**src/rtl/hsnt_ram.sv**
```systemverilog
// Generic single-write, single-read RAM with registered read data.
`default_nettype none

module hsnt_ram #(
  parameter int WIDTH = 8,
  parameter int DEPTH = 16
) (
  input  wire logic                     clk_i,
  input  wire logic                     we_i,
  input  wire logic [$clog2(DEPTH)-1:0] waddr_i,
  input  wire logic [WIDTH-1:0]         wdata_i,
  input  wire logic [$clog2(DEPTH)-1:0] raddr_i,
  output logic      [WIDTH-1:0]         rdata_o
);

  logic [WIDTH-1:0] mem_q [DEPTH];

  always_ff @(posedge clk_i) begin
    if (we_i) begin
      mem_q[waddr_i] <= wdata_i;
    end
    rdata_o <= mem_q[raddr_i];
  end

endmodule

`default_nettype wire

```
**config.mk**
```make
export PLATFORM = sky130hd
export DESIGN_NAME = hsnt_ram
export DESIGN_NICKNAME = d
export VERILOG_FILES = /design/src/rtl/hsnt_ram.sv
export SDC_FILE = /design/constraint.sdc
export NUM_CORES = 1
export LEC_CHECK = 0
export BUFFER_PORTS_ARGS = -buffer_cell sky130_fd_sc_hd__buf_2
export CAP_MARGIN = 20
export CORE_MARGIN = 5
export CORE_UTILIZATION = 57
export CTS_BUF_LIST = sky130_fd_sc_hd__clkbuf_4 sky130_fd_sc_hd__clkbuf_8
export CTS_CLUSTER_SIZE = 30
export DETAILED_ROUTE_END_ITERATION = 6
export PLACE_DENSITY = 0.82
export SETUP_SLACK_MARGIN = 0.05
export SYNTH_ARGS = -nofsm -noshare
export SYNTH_HDL_FRONTEND = slang
export SYNTH_SLANG_ARGS = --single-unit
```
**constraint.sdc**
```tcl
create_clock -name clk_i -period 1.7 [get_ports clk_i]
set_clock_uncertainty 0.05 [all_clocks]
set_input_delay 0.255 -clock clk_i [delete_from_list [all_inputs] [get_ports clk_i]]
set_output_delay 0.255 -clock clk_i [all_outputs]
set_load 0.01 [all_outputs]
```
# ---- Yosys cells after proc, flatten, opt, wreduce, memory -nomap -nowiden
# Memory sizes are Yosys's and may differ from the RTL's. A register that Yosys moved wholly into a read port is not among the register bits.
# Index checks and enable logic that the tools add are counted.
dict set report totals {
  in_bits 18
  out_inout_bits 8
  elab_cells 3
  register_bits 0
  ram_bits 128
  mem_count 1
}
dict set report op_classes {
  mux 2
}
# memory depth width read_ports rd_ports_with_merged_regs write_ports line_no
set mem_list {}
lappend mem_list {mem_q 16 8 1 1 1 16} ;# logic [WIDTH-1:0] mem_q [DEPTH];
# op n
set ops {}
lappend ops {{two-way mux 1 bit} 2}

# ---- Logic depth before layout (Yosys ltp)
dict set report logic_depth {
  depth_word 2
  ltp_mapped 5
}

# ---- Least setup slack after synthesis
# Ideal clock, no wire load.
dict set report synth_timing {
  path_kind {in2reg}
  start {input waddr_i[2]}
  end {memory mem_q[0][0] (enable)}
  path_slack_ns -0.098
  path_stages 2
  setup_ns 0.383
  t_arrival_ns 1.365
  cell_sequence {or3b_2 nor3_1}
}
# item line_no
set synth_lines {}
lappend synth_lines {{start, declared} 10} ;# input wire logic [$clog2(DEPTH)-1:0] waddr_i,
lappend synth_lines {{end, declared} 16}
# No word-level cell before the write port.

==> run_results.csv <==
group,metric,value,unit
worst_setup_path,cp_slowest_cell,"mux4_1",
cells_and_area,instances_no_fill,409,
detailed_routing,vias,2480,
placement,port_buffers,25,
synthesis,synth_area_per_cell,22.5,um2
detailed_routing,first_pass_iters,5,
cells_and_area,drive_gt1_frac,0.332,
pwr,p_leak,2.03,nW
placement,dp.cells,378,
pwr,seqPwrFrac,0.575,
cts,path_clk_slew,0.07,ns
timing,tns,0,ns
cts,cts_resized,0,
timing,fmax,691,MHz
floorplan,coreArea,8760,um2
detailed_routing,drc,0,
global_route,grt_usage,0.190,
flow_run,maxCapViolCount,0,
floorplan,dieArea,11000,um2
worst_setup_path,start_kind,"register",
cells_and_area,num_antenna_cells,0,
timing,worstMarginPinSlew,0.399,ns
min_path,min_to,"mem_q[6][5]$_DFFE_PP_",
timing,hold_viol,0,
pwr,p_sw,1.33,mW
detailed_routing,wl_per_cell,23.6,um
cts,postCtsSetupBuffers,0,
status,status,"completed",
timing,worst_slack,0.252,ns
cts,ctsHoldBuffers,0,
pwr,clock_power_share,0.370,
timing,finalCritPeriodShare,0.852,
pwr,vdd_drop_max,0.697,mV
worst_setup_path,critPathMaxFanout,1,
worst_setup_path,cp_cell_sequence,"mux4_1 > a22oi_1 > nand2_1",
cells_and_area,fin_nets,307,
worst_setup_path,worstReg2RegStart,"mem_q[2][2]$_DFFE_PP_",
worst_setup_path,path_buf_inv,0,
worst_setup_path,reg2regPathDepth,3,
synthesis,yosysWarnings,0,
min_path,hold_path_class,"in -> reg",
timing,final_max_slew_viol_count,0,
floorplan,die_w,105,um
synthesis,yosysSeqAreaShare,0.778,
cts,cts_buffer_depth,2,
floorplan,top_level_ports,26,
global_route,grt_pass1_vias,2615,
cells_and_area,area_growth,15.1,%
pwr,power,6.56,mW
floorplan,initial_utilization,0.587,
cts,cts.sinks,136,
worst_setup_path,cpLargestDelayFamily,"multiplexers",
cts,root_buffer,"clkbuf_8",
cts,clk_latency,0.42,ns
detailed_routing,viasPerCell,6.06,
worst_setup_path,rrSetupSlack,0.25,ns
timing,relSlewSlack,0.734,
worst_setup_path,crit_arrival,1.71,ns
synthesis,synth_fp_nets,247,
timing,final.min_clock_period,1.45,ns
floorplan,num_rows,34,
detailed_routing,drt_iter0_markers,206,
synthesis,syn-cell-area,5150,um2
global_route,antenna_found_initial,0,
min_path,min-delay-start,"wdata_i[5]",
worst_setup_path,path_depth,3,
worst_setup_path,required,1.96,ns
global_route,grt_overflow,0,
synthesis,ys_seq_elements,136,
synthesis,synth_cells,229,
placement,pre_cts_ws,-0.0289,ns
pwr,p_comb_frac,0.056,
pwr,intPower,5.22,mW
detailed_routing,antenna_left,0,
placement,dpl.hpwl,6150,um
pwr,sw_frac_of_total,0.203,
pwr,power.density,1110,nW/um2
min_path,hold_path_depth,1,
global_route,grt_max_degree,33,
cts,cts_tree,"done",
timing,rsz0062_at_grt,"no",
detailed_routing,routed_wl,9650,um
worst_setup_path,crit_type,"reg -> reg",
synthesis,ys_types,19,
worst_setup_path,crit_path_end_kind,"register",
worst_setup_path,r2r_end,"rdata_o[2]$_DFF_P_",
timing,setup_violations,0,
placement,routabilityCongestion,0.769,
floorplan,die_h,105,um
global_route,grt_pass1_wl,15100,um
cts,cts.htree.levels,4,
cells_and_area,fin_util,0.676,
cts,cts_buffers,17,
worst_setup_path,cpPeakStageDelay,0.54,ns
final cells by class:
| class | instances | area [um2] |
|---|---|---|
| clock buffer | 20 | 256 |
| clock inverter | 11 | 108 |
| fill | 556 | 2840 |
| multi-input combinational | 83 | 1060 |
| sequential | 136 | 4000 |
| tap | 108 | 135 |
| timing repair buffer | 51 | 358 |
cell usage in the layout, fill, tap and decap left out, types with 5 or more instances in the layout:
master,instances
edfxtp_1,128
buf_2,25
buf_4,23
mux4_2,18
clkbuf_8,17
a22oi_1,16
mux4_1,14
nor2_1,13
nand2_1,9
dfxtp_1,8
clkinv_2,5
how the worst max path moves through the flow:
stage,from,to,slack (ns)
6_report,mem_q[2][2]$_DFFE_PP_,rdata_o[2]$_DFF_P_,0.25
2_1_floorplan,waddr_i[2],mem_q[3][0]$_DFFE_PP_,0.13
3_5_place_dp,raddr_i[0],rdata_o[1]$_DFF_P_,-0.03
3_3_place_gp,raddr_i[0],rdata_o[1]$_DFF_P_,-0.01
5_1_grt,mem_q[1][3]$_DFFE_PP_,rdata_o[3]$_DFF_P_,0.19
4_1_cts,mem_q[1][3]$_DFFE_PP_,rdata_o[3]$_DFF_P_,0.26
per-layer routing:
metal	vias up	GRT usage	wire length, um
met5	-	0	0
met3	12	0.0647	664
met4	0	0.0648	137
li1	1089	-	-
met2	105	0.291	4760
met1	1274	0.257	4090
synthesized netlist by cell type:
| library cell | count | share of area |
|---|---|---|
| a22oi_1 | 16 | 0.023 |
| and2_1 | 1 | 0.0012 |
| and2b_1 | 1 | 0.0015 |
| buf_2 | 3 | 0.0029 |
| buf_4 | 1 | 0.0015 |
| buf_6 | 3 | 0.0066 |
| clkdlybuf4s25_2 | 3 | 0.0058 |
| dfxtp_1 | 8 | 0.031 |
| edfxtp_1 | 128 | 0.75 |
| mux4_1 | 14 | 0.071 |
| mux4_2 | 18 | 0.079 |
| nand2_1 | 9 | 0.0066 |
| nand2b_1 | 2 | 0.0024 |
| nand3_1 | 1 | 0.00097 |
| nand3b_1 | 2 | 0.0029 |
| nor2_1 | 13 | 0.0095 |
| nor2b_1 | 1 | 0.0012 |
| nor3_1 | 4 | 0.0039 |
| or3b_2 | 1 | 0.0017 |
power by group through the flow:
stage	clock, mW	sequential [mW]	combinational, mW
floorplan	0	3.84	0.191
finish	2.42	3.77	0.366
global placement	0	3.84	0.356
CTS	2.46	3.77	0.373
detailed placement	0	3.84	0.368
global route	2.63	3.77	0.398
cells by family (layout without fill, tap and decap cells):
| group | after synthesis | count (layout) | share of synthesized area |
|---|---|---|---|
| flops | 136 | 136 | 0.778 |
| simple gates | 35 | 35 | 0.0318 |
| mux | 32 | 32 | 0.150 |
| compound gates | 16 | 16 | 0.0233 |
| buf+inv | 10 | 82 | 0.0168 |
metrics by stage:
stage / cell area [um2] / hold WS, ns
after floorplan: 5150 / 0.304
after global placement: 5560 / 0.594
after detailed placement: 5560 / 0.604
after CTS: 5920 / 0.148
after global routing: 5920 / 0.138
final: 5920 / 0.162
worst register-to-register path: stages (launching register included):
cell and delay, ns:
edfxtp_1 0.39, mux4_1 0.54, a22oi_1 0.26, nand2_1 0.10
sequential cells by signal, indices dropped and copies added (netlist names):
name	cells
rdata_o	8
mem_q	128
(Power assumes the default switching activity.)
