<file path="src/rtl/hsnt_pkg.sv">
// Shared types and codes for the Hilbert-sorted node table.
`default_nettype none

package hsnt_pkg;

  typedef enum logic {
    OP_INSERT = 1'b0,
    OP_REMOVE = 1'b1
  } op_e;

  typedef enum logic [1:0] {
    ST_OK    = 2'd0,
    ST_FULL  = 2'd1,
    ST_RANGE = 2'd2
  } status_e;

  typedef struct packed {
    op_e                op;
    logic        [63:0] key;
    logic        [31:0] child_page;
    logic signed [31:0] box_min_x;
    logic signed [31:0] box_min_y;
    logic signed [31:0] box_max_x;
    logic signed [31:0] box_max_y;
    logic        [6:0]  slot_index;
  } in_word_t;

  typedef struct packed {
    status_e            status;
    logic        [6:0]  position;
    logic        [7:0]  entry_count;
    logic               node_empty;
    logic signed [31:0] union_min_x;
    logic signed [31:0] union_min_y;
    logic signed [31:0] union_max_x;
    logic signed [31:0] union_max_y;
    logic        [63:0] largest_key;
  } out_word_t;

  // control from the sequencer to the box accumulator
  typedef struct packed {
    logic take;
    logic first;
  } acc_ctrl_t;

endpackage

`default_nettype wire

</file>
<file path="src/rtl/hsnt_union.sv">
// Bounding-box accumulator: one min/max compare set reused for every entry.
`default_nettype none

module hsnt_union #(
  parameter int CW = 32
) (
  input  wire logic                  clk_i,
  input  wire hsnt_pkg::acc_ctrl_t   ctrl_i,
  input  wire logic signed [CW-1:0]  min_x_i,
  input  wire logic signed [CW-1:0]  min_y_i,
  input  wire logic signed [CW-1:0]  max_x_i,
  input  wire logic signed [CW-1:0]  max_y_i,
  output logic signed      [CW-1:0]  umin_x_o,
  output logic signed      [CW-1:0]  umin_y_o,
  output logic signed      [CW-1:0]  umax_x_o,
  output logic signed      [CW-1:0]  umax_y_o
);

  always_ff @(posedge clk_i) begin
    if (ctrl_i.take) begin
      if (ctrl_i.first) begin
        umin_x_o <= min_x_i;
        umin_y_o <= min_y_i;
        umax_x_o <= max_x_i;
        umax_y_o <= max_y_i;
      end else begin
        if (min_x_i < umin_x_o) umin_x_o <= min_x_i;
        if (min_y_i < umin_y_o) umin_y_o <= min_y_i;
        if (max_x_i > umax_x_o) umax_x_o <= max_x_i;
        if (max_y_i > umax_y_o) umax_y_o <= max_y_i;
      end
    end
  end

endmodule

`default_nettype wire

</file>
<file path="config.mk">
export PLATFORM = sky130hd
export DESIGN_NAME = hsnt_union
export DESIGN_NICKNAME = d
export VERILOG_FILES = /design/src/rtl/hsnt_pkg.sv /design/src/rtl/hsnt_union.sv
export SDC_FILE = /design/constraint.sdc
export NUM_CORES = 1
export LEC_CHECK = 0
export BUFFER_PORTS_ARGS = -buffer_cell sky130_fd_sc_hd__buf_2
export CELL_PAD_IN_SITES_DETAIL_PLACEMENT = 0
export CELL_PAD_IN_SITES_GLOBAL_PLACEMENT = 2
export CORE_ASPECT_RATIO = 1.1
export CORE_UTILIZATION = 31
export DETAILED_ROUTE_END_ITERATION = 8
export GPL_ROUTABILITY_DRIVEN = 0
export MAX_ROUTING_LAYER = met4
export PLACE_DENSITY = 0.78
export SYNTH_ARGS = -nofsm -noshare
export SYNTH_HDL_FRONTEND = slang
export SYNTH_SLANG_ARGS = --single-unit
</file>
<file path="constraint.sdc">
create_clock -name clk_i -period 5.8 [get_ports clk_i]
set_input_delay 0.87 -clock clk_i [delete_from_list [all_inputs] [get_ports clk_i]]
set_output_delay 0.87 -clock clk_i [all_outputs]
set_load 0.01 [all_outputs]
</file>
# == Word level (Yosys, flattened, before mapping) ==
# Cells that the tools add are included.
# op_classes
order_cmp,4
mux,8
n_reduce_logical,8
# ops
cell,n
32-bit two-way mux,8
32-bit greater-than comparator,2
32-bit less-than comparator,2
2-bit AND reduction,4
2-bit nonzero test,4
# word_totals
register_bits,128
inputBits,131
output_inout_bits,128
word_cells,24

# == Depth between registers and ports, before layout ==
# Gate-level depths: netlist of the first run.
# depth
depth_word,3
ltp_mapped,8
ltp_nobuf,8

# == Least setup slack after synthesis of the first run ==
# Ideal clock, no wire load.
# synth_timing
path_type,input -> register
startpoint,input min_y_i[31]
endpoint,"register umin_y_o[0], enable pin"
arrival_ns,4.593
t_required_ns,5.320
path_slack_ns,0.727
cell_stages,6
cell_sequence,ha_1 nand4_1 nor3_1 a221o_1 or3_1 a311oi_1
# synth_via
elab_chain_cells,3
# synth_lines
item,line,rtl
start: declaration,hsnt_union.sv:10,"input wire logic signed [CW-1:0] min_y_i,"
32-bit less-than comparator,hsnt_union.sv:28,if (min_y_i < umin_y_o) umin_y_o <= min_y_i;
2-bit nonzero test (no source line),--,
2-bit AND reduction (no source line),--,
end signal: assignment,hsnt_union.sv:23,umin_y_o <= min_y_i;
end signal: assignment,hsnt_union.sv:28,
end: declaration,hsnt_union.sv:14,"output logic signed [CW-1:0] umin_y_o,"
# No other way between the ends.
# A chain may end at the register's enable or synchronous reset.

# == Worst setup path after layout of the first run ==
# layout_timing
startpoint,input min_x_i[31]
endpoint,"register umin_x_o[16], enable pin"
# layout_via
elab_chain_cells,3
# layout_lines
item,line,rtl
start: declaration,hsnt_union.sv:9,"input wire logic signed [CW-1:0] min_x_i,"
32-bit less-than comparator,hsnt_union.sv:27,if (min_x_i < umin_x_o) umin_x_o <= min_x_i;
2-bit nonzero test (no source line),--,
2-bit AND reduction (no source line),--,
end signal: assignment,hsnt_union.sv:22,umin_x_o <= min_x_i;
end signal: assignment,hsnt_union.sv:27,
end: declaration,hsnt_union.sv:13,"output logic signed [CW-1:0] umin_x_o,"
# No other way between the ends.

==> impl_metrics.env, run 1 <==
export IMPL_firstDrtPassIters=5
export IMPL_io_pins=259
export IMPL_min_path_type="in -> reg"
export IMPL_avgSynthCellArea_um2=12.12
export IMPL_status="complete, no violations"
export IMPL_min_period_over_period_pct=56.96
export IMPL_synthCells=584
export IMPL_dieHeight_um=160.5
export IMPL_insertion_delay_ps=420
export IMPL_vias=5242
export IMPL_fp_dieArea_um2=23430
export IMPL_antenna_found_initial=3
export IMPL_r2r_start="umin_x_o[31]$_DFFE_PP_"
export IMPL_layout_common_cells="buf_2 (258), inv_1 (131), edfxtp_1 (128), ha_1 (126), a21oi_1 (45)"
export IMPL_hold_buffers=0
export IMPL_cts_sink_count=128
export IMPL_cts_resized=0
export IMPL_syn_to_final_growth_pct=32.20
export IMPL_slew_headroom_pct=27.23
export IMPL_wl_um=17730
export IMPL_slowest_stage="o311a_1"
export IMPL_track_usage_pct=15.76
export IMPL_p_per_area_nw_per_um2=284.5
export IMPL_vias_per_cell=4.465
export IMPL_cts_buffer_depth=2
export IMPL_tightest_slew_ps=1089
export IMPL_worst_path_largest_cell_delay_ps=660
export IMPL_async_flop_share_pct=0
export IMPL_r2r_slack_ps=2660
export IMPL_power_mw=2.662
export IMPL_synth_cell_type_count=36
export IMPL_report_final_slew_viol_count=0
export IMPL_h_tree_depth=4
export IMPL_fin_setup_tns_ps=0
export IMPL_rows=57
export IMPL_final_util_pct=42.04
export IMPL_setup_viol=0
export IMPL_rsz0062_at_grt="no"
export IMPL_wl_per_cell_um=15.10
export IMPL_hold_ws_ps=643.6
export IMPL_clock_fmax_mhz=302.7
export IMPL_synth_edff_count=128
export IMPL_cp_required_ps=5900
export IMPL_ys_seq_area_share_pct=54.32
export IMPL_grt_pass1_wl_um=27430
export IMPL_reg2regPathDepth=9
export IMPL_ys_warn_count=0
export IMPL_portBuffers=258
export IMPL_ys_flop_type="edfxtp_1"
export IMPL_crit_chain="buf_2 > ha_1 > nand4_1 > nor3_1 > a221o_1 > or3_1 > a21oi_1 > o311a_1 > buf_4"
export IMPL_drive_above_1_share_pct=33.22
export IMPL_grt_max_degree=33
export IMPL_core_um2=22250
export IMPL_crit_arrival_ps=3410
export IMPL_clk_pin_slew_worst_paths_ps=60
export IMPL_drc_errors=0
export IMPL_syn_nets=841
export IMPL_ys_seq_elements=128
export IMPL_die_width_um=146.0
export IMPL_peakVddDrop_mv=0.1901
export IMPL_setup_worst_path_end="umin_x_o[16]$_DFFE_PP_"
export IMPL_cts_tree="built"
export IMPL_crit_path_start="min_x_i[31]"
export IMPL_cp_start_kind="input port"
export IMPL_cts_root_buf="clkbuf_16"
export IMPL_p_leak_nw=4.618
export IMPL_global_route_overflow_total=0
export IMPL_reg2reg_to="umin_x_o[16]$_DFFE_PP_"
export IMPL_critPathKind="in -> reg"
export IMPL_min_period_ps=3304
export IMPL_cp_end_kind="flip-flop"
export IMPL_maxCapViolations=0
export IMPL_syn_area_um2=7076
export IMPL_layout_cells_most_common="buf_2"
export IMPL_final_nets=1120
export IMPL_initial_core_util_pct=31.80
export IMPL_cp_max_fo=17
export IMPL_hold_viol=0
export IMPL_grt_pass1_vias=5255
export IMPL_numCtsBuffers=17
export IMPL_antenna_left=0
export IMPL_drtIter0Drc=212
export IMPL_finClkSkew_ps=8.409
export IMPL_dp_final_hpwl_um=14440
export IMPL_num_fill_cells=2207
export IMPL_postCtsSetupRepairBufs=0
[metrics by stage]
stage	setup slack [ps]	cells	cell area [µm²]
4_1_cts	2474	1171	9346
5_1_grt	2172	1174	9354
3_3_place_gp	2064	1139	8776
3_5_place_dp	2019	1139	8776
6_report	2496	1174	9354
2_1_floorplan	727.1	584	7076
[synthesized netlist by cell type (all sizes together), types with 2 or more instances]
library cell  number  area share (%)
a221o              3            0.42
nor2b              4            0.35
o21ai             12            0.85
nor4               2            0.18
a211oi             7            0.74
nand3             13            0.92
or3                4            0.35
a21oi             46             3.3
a21o              18             1.9
o21a               2            0.21
inv              131             6.9
a2111oi            4            0.50
edfxtp           128              54
nor2               8            0.42
nand4             24             2.1
o2111ai            2            0.25
ha               126              22
nor3               5            0.35
a31oi              2            0.18
nand2             24             1.3
o21bai             2            0.21
nand2b             3            0.27
or4                2            0.21
[critical path: cells and delay by family]
family	cells	cell delay [ps]
compound gates	3	1120
buf+inv	2	480
fa+ha+maj	1	330
simple gates	3	590
[kinds of logic after synthesis]
logic type	share of synthesized area (%)
flops	54.32
simple gates	6.861
fa+ha+maj	22.28
compound gates	9.585
buf+inv	6.950
[final cells by class]
cell class	instances	area [µm²]	share of cell area [%]
sequential	128	3844	41.09
multi-input combinational	325	2765	29.56
tap	295	369.1	3.946
antenna	3	7.507	0.08026
clock inverter	13	137.6	1.471
clock buffer	19	432.9	4.628
timing repair buffer	260	1306	13.96
inverter	131	491.7	5.257
[metal layers]
layer	wire [µm]	part of all wire (%)	track usage, %
met5	0	0	-
met4	319	1.8	5.919
met3	918	5.2	4.432
met2	8380	47	24.42
met1	8111	46	19.52
[report_power, final]
part	leakage (nW)	switching (mW)	total [mW]	internal (mW)
Clock	0.267	0.422	1.06	0.633
Combinational	3.12	0.266	0.457	0.191
Sequential	1.23	0.0349	1.15	1.12
[flip-flops by register name, indices dropped and copies added (netlist names)]
register and count:
umax_y_o 32, umax_x_o 32, umin_x_o 32, umin_y_o 32
[worst min-delay path by stage]
stage	startpoint	endpoint	slack [ps]	depth (start not counted)
final	min_y_i[13]	umin_y_o[13]$_DFFE_PP_	640	1
after global routing	min_y_i[9]	umin_y_o[9]$_DFFE_PP_	620	1
after CTS	max_x_i[0]	umax_x_o[0]$_DFFE_PP_	620	1
after detailed placement	max_x_i[0]	umax_x_o[0]$_DFFE_PP_	1060	1
after global placement	min_x_i[0]	umin_x_o[0]$_DFFE_PP_	1060	1
after floorplan	max_x_i[0]	umax_x_o[0]$_DFFE_PP_	970	0
(Power assumes the default switching activity.)
==> inputs of run 2 (changes only) <==
clock period = 3.3 ns   (was 5.8 ns; I/O delays follow)
==> run 2 against run 1 <==
Against the previous run:
- sequential power up 76%
- critical path type is now reg -> reg
- setup slack got worse by 2100 ps
- core utilization increased by 0.23 points
- sequential share of layout area decreased by 0.22 points
- highest routed layer unchanged
- final cell count is the same
- flip-flop and latch count did not move
- largest power group unchanged
==> impl_metrics.env, run 2 (same netlist as run 1, synthesis figures left out) <==
export IMPL_finClkSkew_ps=11.30
export IMPL_min_path_type="in -> reg"
export IMPL_core_um2=22250
export IMPL_grt_pass1_wl_um=27130
export IMPL_slew_headroom_pct=29.44
export IMPL_peakVddDrop_mv=0.3323
export IMPL_dr_wl_met2_um=7798
export IMPL_min_period_over_period_pct=89.05
export IMPL_dp_final_hpwl_um=13860
export IMPL_cp_start_kind="flip-flop"
export IMPL_track_usage_pct=15.48
export IMPL_antenna_left=0
export IMPL_fin_ws_ps=361.5
export IMPL_initial_core_util_pct=31.80
export IMPL_io_pins=259
export IMPL_cts_tree="built"
export IMPL_place_ws_ps=77.21
export IMPL_numCtsBuffers=17
export IMPL_die_width_um=146.0
export IMPL_cp_end_kind="flip-flop"
export IMPL_report_final_slew_viol_count=0
export IMPL_status="complete, no violations"
export IMPL_rows=57
export IMPL_clk_pin_slew_worst_paths_ps=60
export IMPL_setup_viol=0
export IMPL_tightest_slew_ps=1056
export IMPL_clock_fmax_mhz=340.3
export IMPL_antenna_found_initial=1
export IMPL_grt_pass1_vias=5355
export IMPL_layout_common_cells="buf_2 (258), inv_1 (131), edfxtp_1 (128), ha_1 (126), a21oi_1 (45)"
export IMPL_p_leak_nw=4.652
export IMPL_wl_um=17010
export IMPL_insertion_delay_ps=420
export IMPL_min_period_ps=2939
export IMPL_firstDrtPassIters=4
export IMPL_h_tree_depth=4
export IMPL_vias_per_cell=4.459
export IMPL_grt_max_degree=33
export IMPL_vias=5235
export IMPL_wl_met3_um=1222
export IMPL_maxCapViolations=0
export IMPL_p_per_area_nw_per_um2=503.2
export IMPL_cts_sink_count=128
export IMPL_hold_buffers=0
export IMPL_drtIter0Drc=140
export IMPL_cp_max_fo=32
export IMPL_fin_setup_tns_ps=0
export IMPL_wl_per_cell_um=14.49
export IMPL_final_nets=1123
export IMPL_drc_errors=0
export IMPL_rsz0062_at_grt="no"
export IMPL_cts_resized=0
export IMPL_drive_above_1_share_pct=33.94
export IMPL_crit_arrival_ps=2970
export IMPL_cts_root_buf="clkbuf_16"
export IMPL_critPathKind="reg -> reg"
export IMPL_layout_cells_most_common="buf_2"
export IMPL_cts_buffer_depth=2
export IMPL_dieHeight_um=160.5
export IMPL_fp_dieArea_um2=23430
export IMPL_cp_required_ps=3340
export IMPL_global_route_overflow_total=0
export IMPL_syn_to_final_growth_pct=32.93
export IMPL_r2r_slack_ps=360
export IMPL_portBuffers=258
export IMPL_wl_met1_um=7825
export IMPL_highest_layer="met4"
export IMPL_hold_viol=0
export IMPL_postCtsSetupRepairBufs=0
## run 2: report_power, final
| group | leakage (nW) | internal (mW) | switching [mW] |
|---|---|---|---|
| Combinational | 3.14 | 0.343 | 0.463 |
| Sequential | 1.23 | 1.96 | 0.0593 |
| Clock | 0.281 | 1.18 | 0.727 |
## run 2: routing by layer
layer,vias to the layer above,global-route usage [%]
met5,-,-
met4,0,4.830
met3,13,5.057
met2,175,23.90
met1,2347,19.20
li1,2700,-
## run 2: cell type report
type | instances | area (µm²)
fillers | 2221 | 12850
diodes | 1 | 2.502
flip-flops and latches | 128 | 3844
well taps | 295 | 369.1
clock inverters | 14 | 166.4
repair buffers | 263 | 1341
inverters | 131 | 491.7
multi-input cells | 325 | 2765
clock buffers | 17 | 425.4
## run 2: stage by stage
stage / utilization [%] / cell area (µm²) / cells / hold slack, ps / power [mW]
6_report: 42.27 / 9405 / 1174 / 257.6 / 4.733
5_1_grt: 42.27 / 9405 / 1174 / 241.5 / 5.004
4_1_cts: 42.26 / 9403 / 1173 / 243.8 / 4.812
3_5_place_dp: 39.60 / 8811 / 1142 / 689.1 / 2.872
3_3_place_gp: 39.60 / 8811 / 1142 / 686.6 / 2.872
2_1_floorplan: - / 7093 / 584 / 593.9 / 2.503
## run 2: worst paths after layout
path                               start                     end  depth (start not counted)
hold / removal                max_y_i[0]   umax_y_o[0]$_DFFE_PP_                          1
setup / recovery  umax_y_o[27]$_DFFE_PP_  umax_y_o[16]$_DFFE_PP_                          6
setup reg to reg  umax_y_o[27]$_DFFE_PP_  umax_y_o[16]$_DFFE_PP_                          6
hold reg to reg   umax_x_o[30]$_DFFE_PP_  umax_x_o[30]$_DFFE_PP_                          5
## run 2: worst max-delay path, cell delays in order (launching register included)
cell	delay, ps
edfxtp_1	340
inv_1	50
ha_1	300
nand4_1	210
or4_1	560
a32o_1	260
a21oi_4	830
==> inputs of run 3 (changes only) <==
ABC_AREA = 1   (was unset)
PLACE_DENSITY = 0.8   (was 0.78)
==> run 3 against run 2 <==
Against the previous run:
- routed wire length up 0.55%
- via count up 4.2%
- clock skew fell by 2.6 ps
- sequential power about the same
- final cell count grew 9.5%
==> impl_metrics.env, run 3 <==
export IMPL_clk_pin_slew_worst_paths_ps=60
export IMPL_h_tree_depth=4
export IMPL_hold_buffers=0
export IMPL_vias=5457
export IMPL_drc_errors=0
export IMPL_cts_root_buf="clkbuf_16"
export IMPL_numCtsBuffers=17
export IMPL_layout_common_cells="buf_2 (258), inv_1 (154), edfxtp_1 (128), ha_1 (126), nand2_1 (123)"
export IMPL_rsz0062_at_grt="no"
export IMPL_cts_tree="built"
export IMPL_wl_per_cell_um=13.30
export IMPL_firstDrtPassIters=4
export IMPL_cts_sink_count=128
export IMPL_cp_start_kind="flip-flop"
export IMPL_fin_setup_tns_ps=0
export IMPL_hold_viol=0
export IMPL_synth_most_common_cell="inv_1"
export IMPL_cp_required_ps=3360
export IMPL_peakVddDrop_mv=0.3138
export IMPL_tightest_slew_ps=553.0
export IMPL_grt_pass1_wl_um=27390
export IMPL_track_usage_pct=15.28
export IMPL_status="complete, no violations"
export IMPL_report_final_slew_viol_count=0
export IMPL_cts_resized=0
export IMPL_syn_nets=946
export IMPL_min_period_over_period_pct=71.62
export IMPL_drtIter0Drc=156
export IMPL_synth_edff_count=128
export IMPL_vias_per_cell=4.243
export IMPL_synthCells=689
export IMPL_min_period_ps=2363
export IMPL_cp_end_kind="flip-flop"
export IMPL_min_path_type="in -> reg"
export IMPL_cp_max_fo=32
export IMPL_synthTopCellsByCount="inv_1 (154), edfxtp_1 (128), ha_1 (126)"
export IMPL_synth_cell_type_count=25
export IMPL_avgSynthCellArea_um2=10.59
export IMPL_insertion_delay_ps=420
export IMPL_initial_core_util_pct=31.70
export IMPL_synth_top_area_share_pct=52.70
export IMPL_syn_area_um2=7293
export IMPL_postCtsSetupRepairBufs=0
export IMPL_grt_max_degree=33
export IMPL_final_nets=1228
export IMPL_crit_arrival_ps=2420
export IMPL_critPathKind="reg -> reg"
export IMPL_fp_dieArea_um2=24140
export IMPL_rows=58
export IMPL_worst_path_largest_cell_delay_ps=390
export IMPL_dieHeight_um=162.9
export IMPL_p_leak_nw=4.921
export IMPL_portBuffers=258
export IMPL_ys_seq_elements=128
export IMPL_die_width_um=148.2
export IMPL_ys_flop_type="edfxtp_1"
export IMPL_hold_ws_ps=268.9
export IMPL_ys_warn_count=0
export IMPL_ys_seq_area_share_pct=52.70
export IMPL_finClkSkew_ps=8.710
export IMPL_global_route_overflow_total=0
export IMPL_synth_area_top_cells="edfxtp_1 (53%), ha_1 (22%), inv_1 (7.9%), nand2_1 (6.3%), a21oi_1 (4.2%)"
export IMPL_slew_headroom_pct=63.10
export IMPL_clock_fmax_mhz=423.1
export IMPL_power_mw=4.652
export IMPL_critPathMostFrequentCell="nand2_1"
export IMPL_crit_chain="inv_1 > ha_1 > nand2_1 > nor2_2 > nand2_2 > nor3b_2 > nand2_1 > nand3_1 > nand3_2 > a21oi_4 > buf_4"
export IMPL_antenna_left=0
export IMPL_synth_top_area_cell="edfxtp_1"
export IMPL_antenna_found_initial=3
export IMPL_grt_pass1_vias=5637
export IMPL_p_per_area_nw_per_um2=483.7
export IMPL_io_pins=259
export IMPL_dp_final_hpwl_um=13760
export IMPL_slowest_stage="buf_4"
export IMPL_wl_um=17100
export IMPL_core_um2=23000
export IMPL_cts_buffer_depth=2
export IMPL_async_flop_share_pct=0
export IMPL_maxCapViolations=0
export IMPL_drive_above_1_share_pct=31.33
export IMPL_setup_viol=0
export IMPL_syn_to_final_growth_pct=31.86
export IMPL_layout_cells_most_common="buf_2"
[run 3: cell types whose count changed in the layout (fill, tap and decap cells not counted), moves of 7 or more]
cell,delta
nand2_1,+99
nor2_1,+25
inv_1,+23
nand4_1,-16
a21o_1,-15
a21oi_1,+15
a211oi_1,-7
[run 3: final cells by class]
type                            count  area (µm²)
Clock buffer                       19       432.9
Clock inverter                     12       120.1
Multi-Input combinational cell    402        2887
Inverter                          159       596.8
Tap cell                          300       375.4
Timing Repair Buffer              263        1354
Antenna cell                        3       7.507
Fill cell                        2301       13390
Sequential cell                   128        3844
[run 3: per-stage QoR]
step / util (%) / std cells / worst slack (ps) / cell area (µm²)
floorplan: - / 689 / 68.08 / 7297
global placement: 39.37 / 1252 / 702.0 / 9056
detailed placement: 39.37 / 1252 / 673.7 / 9056
CTS: 41.77 / 1283 / 892.7 / 9609
global route: 41.80 / 1286 / 702.4 / 9617
finish: 41.80 / 1286 / 936.6 / 9617
[run 3: kinds of logic (layout without fill, tap and decap cells)]
family                     after synthesis  count (layout)  share of synthesized area, %
other                                    0               3                             0
AOI/OAI and AO/OA                       83              83                         6.022
DFF                                    128             128                         52.70
adders and majority gates              126             126                         21.62
and+or+nand+nor                        193             193                         11.48
buffers and inverters                  159             453                         8.183
[run 3: worst paths after layout]
check,end,depth (start not counted),start,slack (ps)
setup / recovery,umax_x_o[27]$_DFFE_PP_,11,umax_x_o[31]$_DFFE_PP_,940
hold / removal,umax_y_o[0]$_DFFE_PP_,1,max_y_i[0],270
setup reg to reg,umax_x_o[27]$_DFFE_PP_,11,umax_x_o[31]$_DFFE_PP_,940
hold reg to reg,umin_y_o[25]$_DFFE_PP_,5,umin_y_o[31]$_DFFE_PP_,1180
[run 3: critical path, delay by kind of cell (launching register included)]
family / cells / cell delay (ps)
AND/OR/NAND/NOR: 7 / 760
buffers and inverters: 2 / 440
flip-flops: 1 / 340
adder cells (fa/ha/maj): 1 / 320
AO/OA/AOI/OAI: 1 / 110
[run 3: where the power goes]
part / switching (mW) / internal (mW) / total [mW]
logic: 0.485 / 0.341 / 0.826
registers: 0.0550 / 1.95 / 2.00
clock network: 0.724 / 1.10 / 1.82
total: 1.26 / 3.39 / 4.65
[run 3: routing by layer]
metal,part of all wire [%],track usage [%],vias up
li1,-,-,2879
met1,45,18.29,2412
met2,48,24.37,148
met3,5.3,4.174,18
met4,1.6,5.951,0
met5,0,-,-
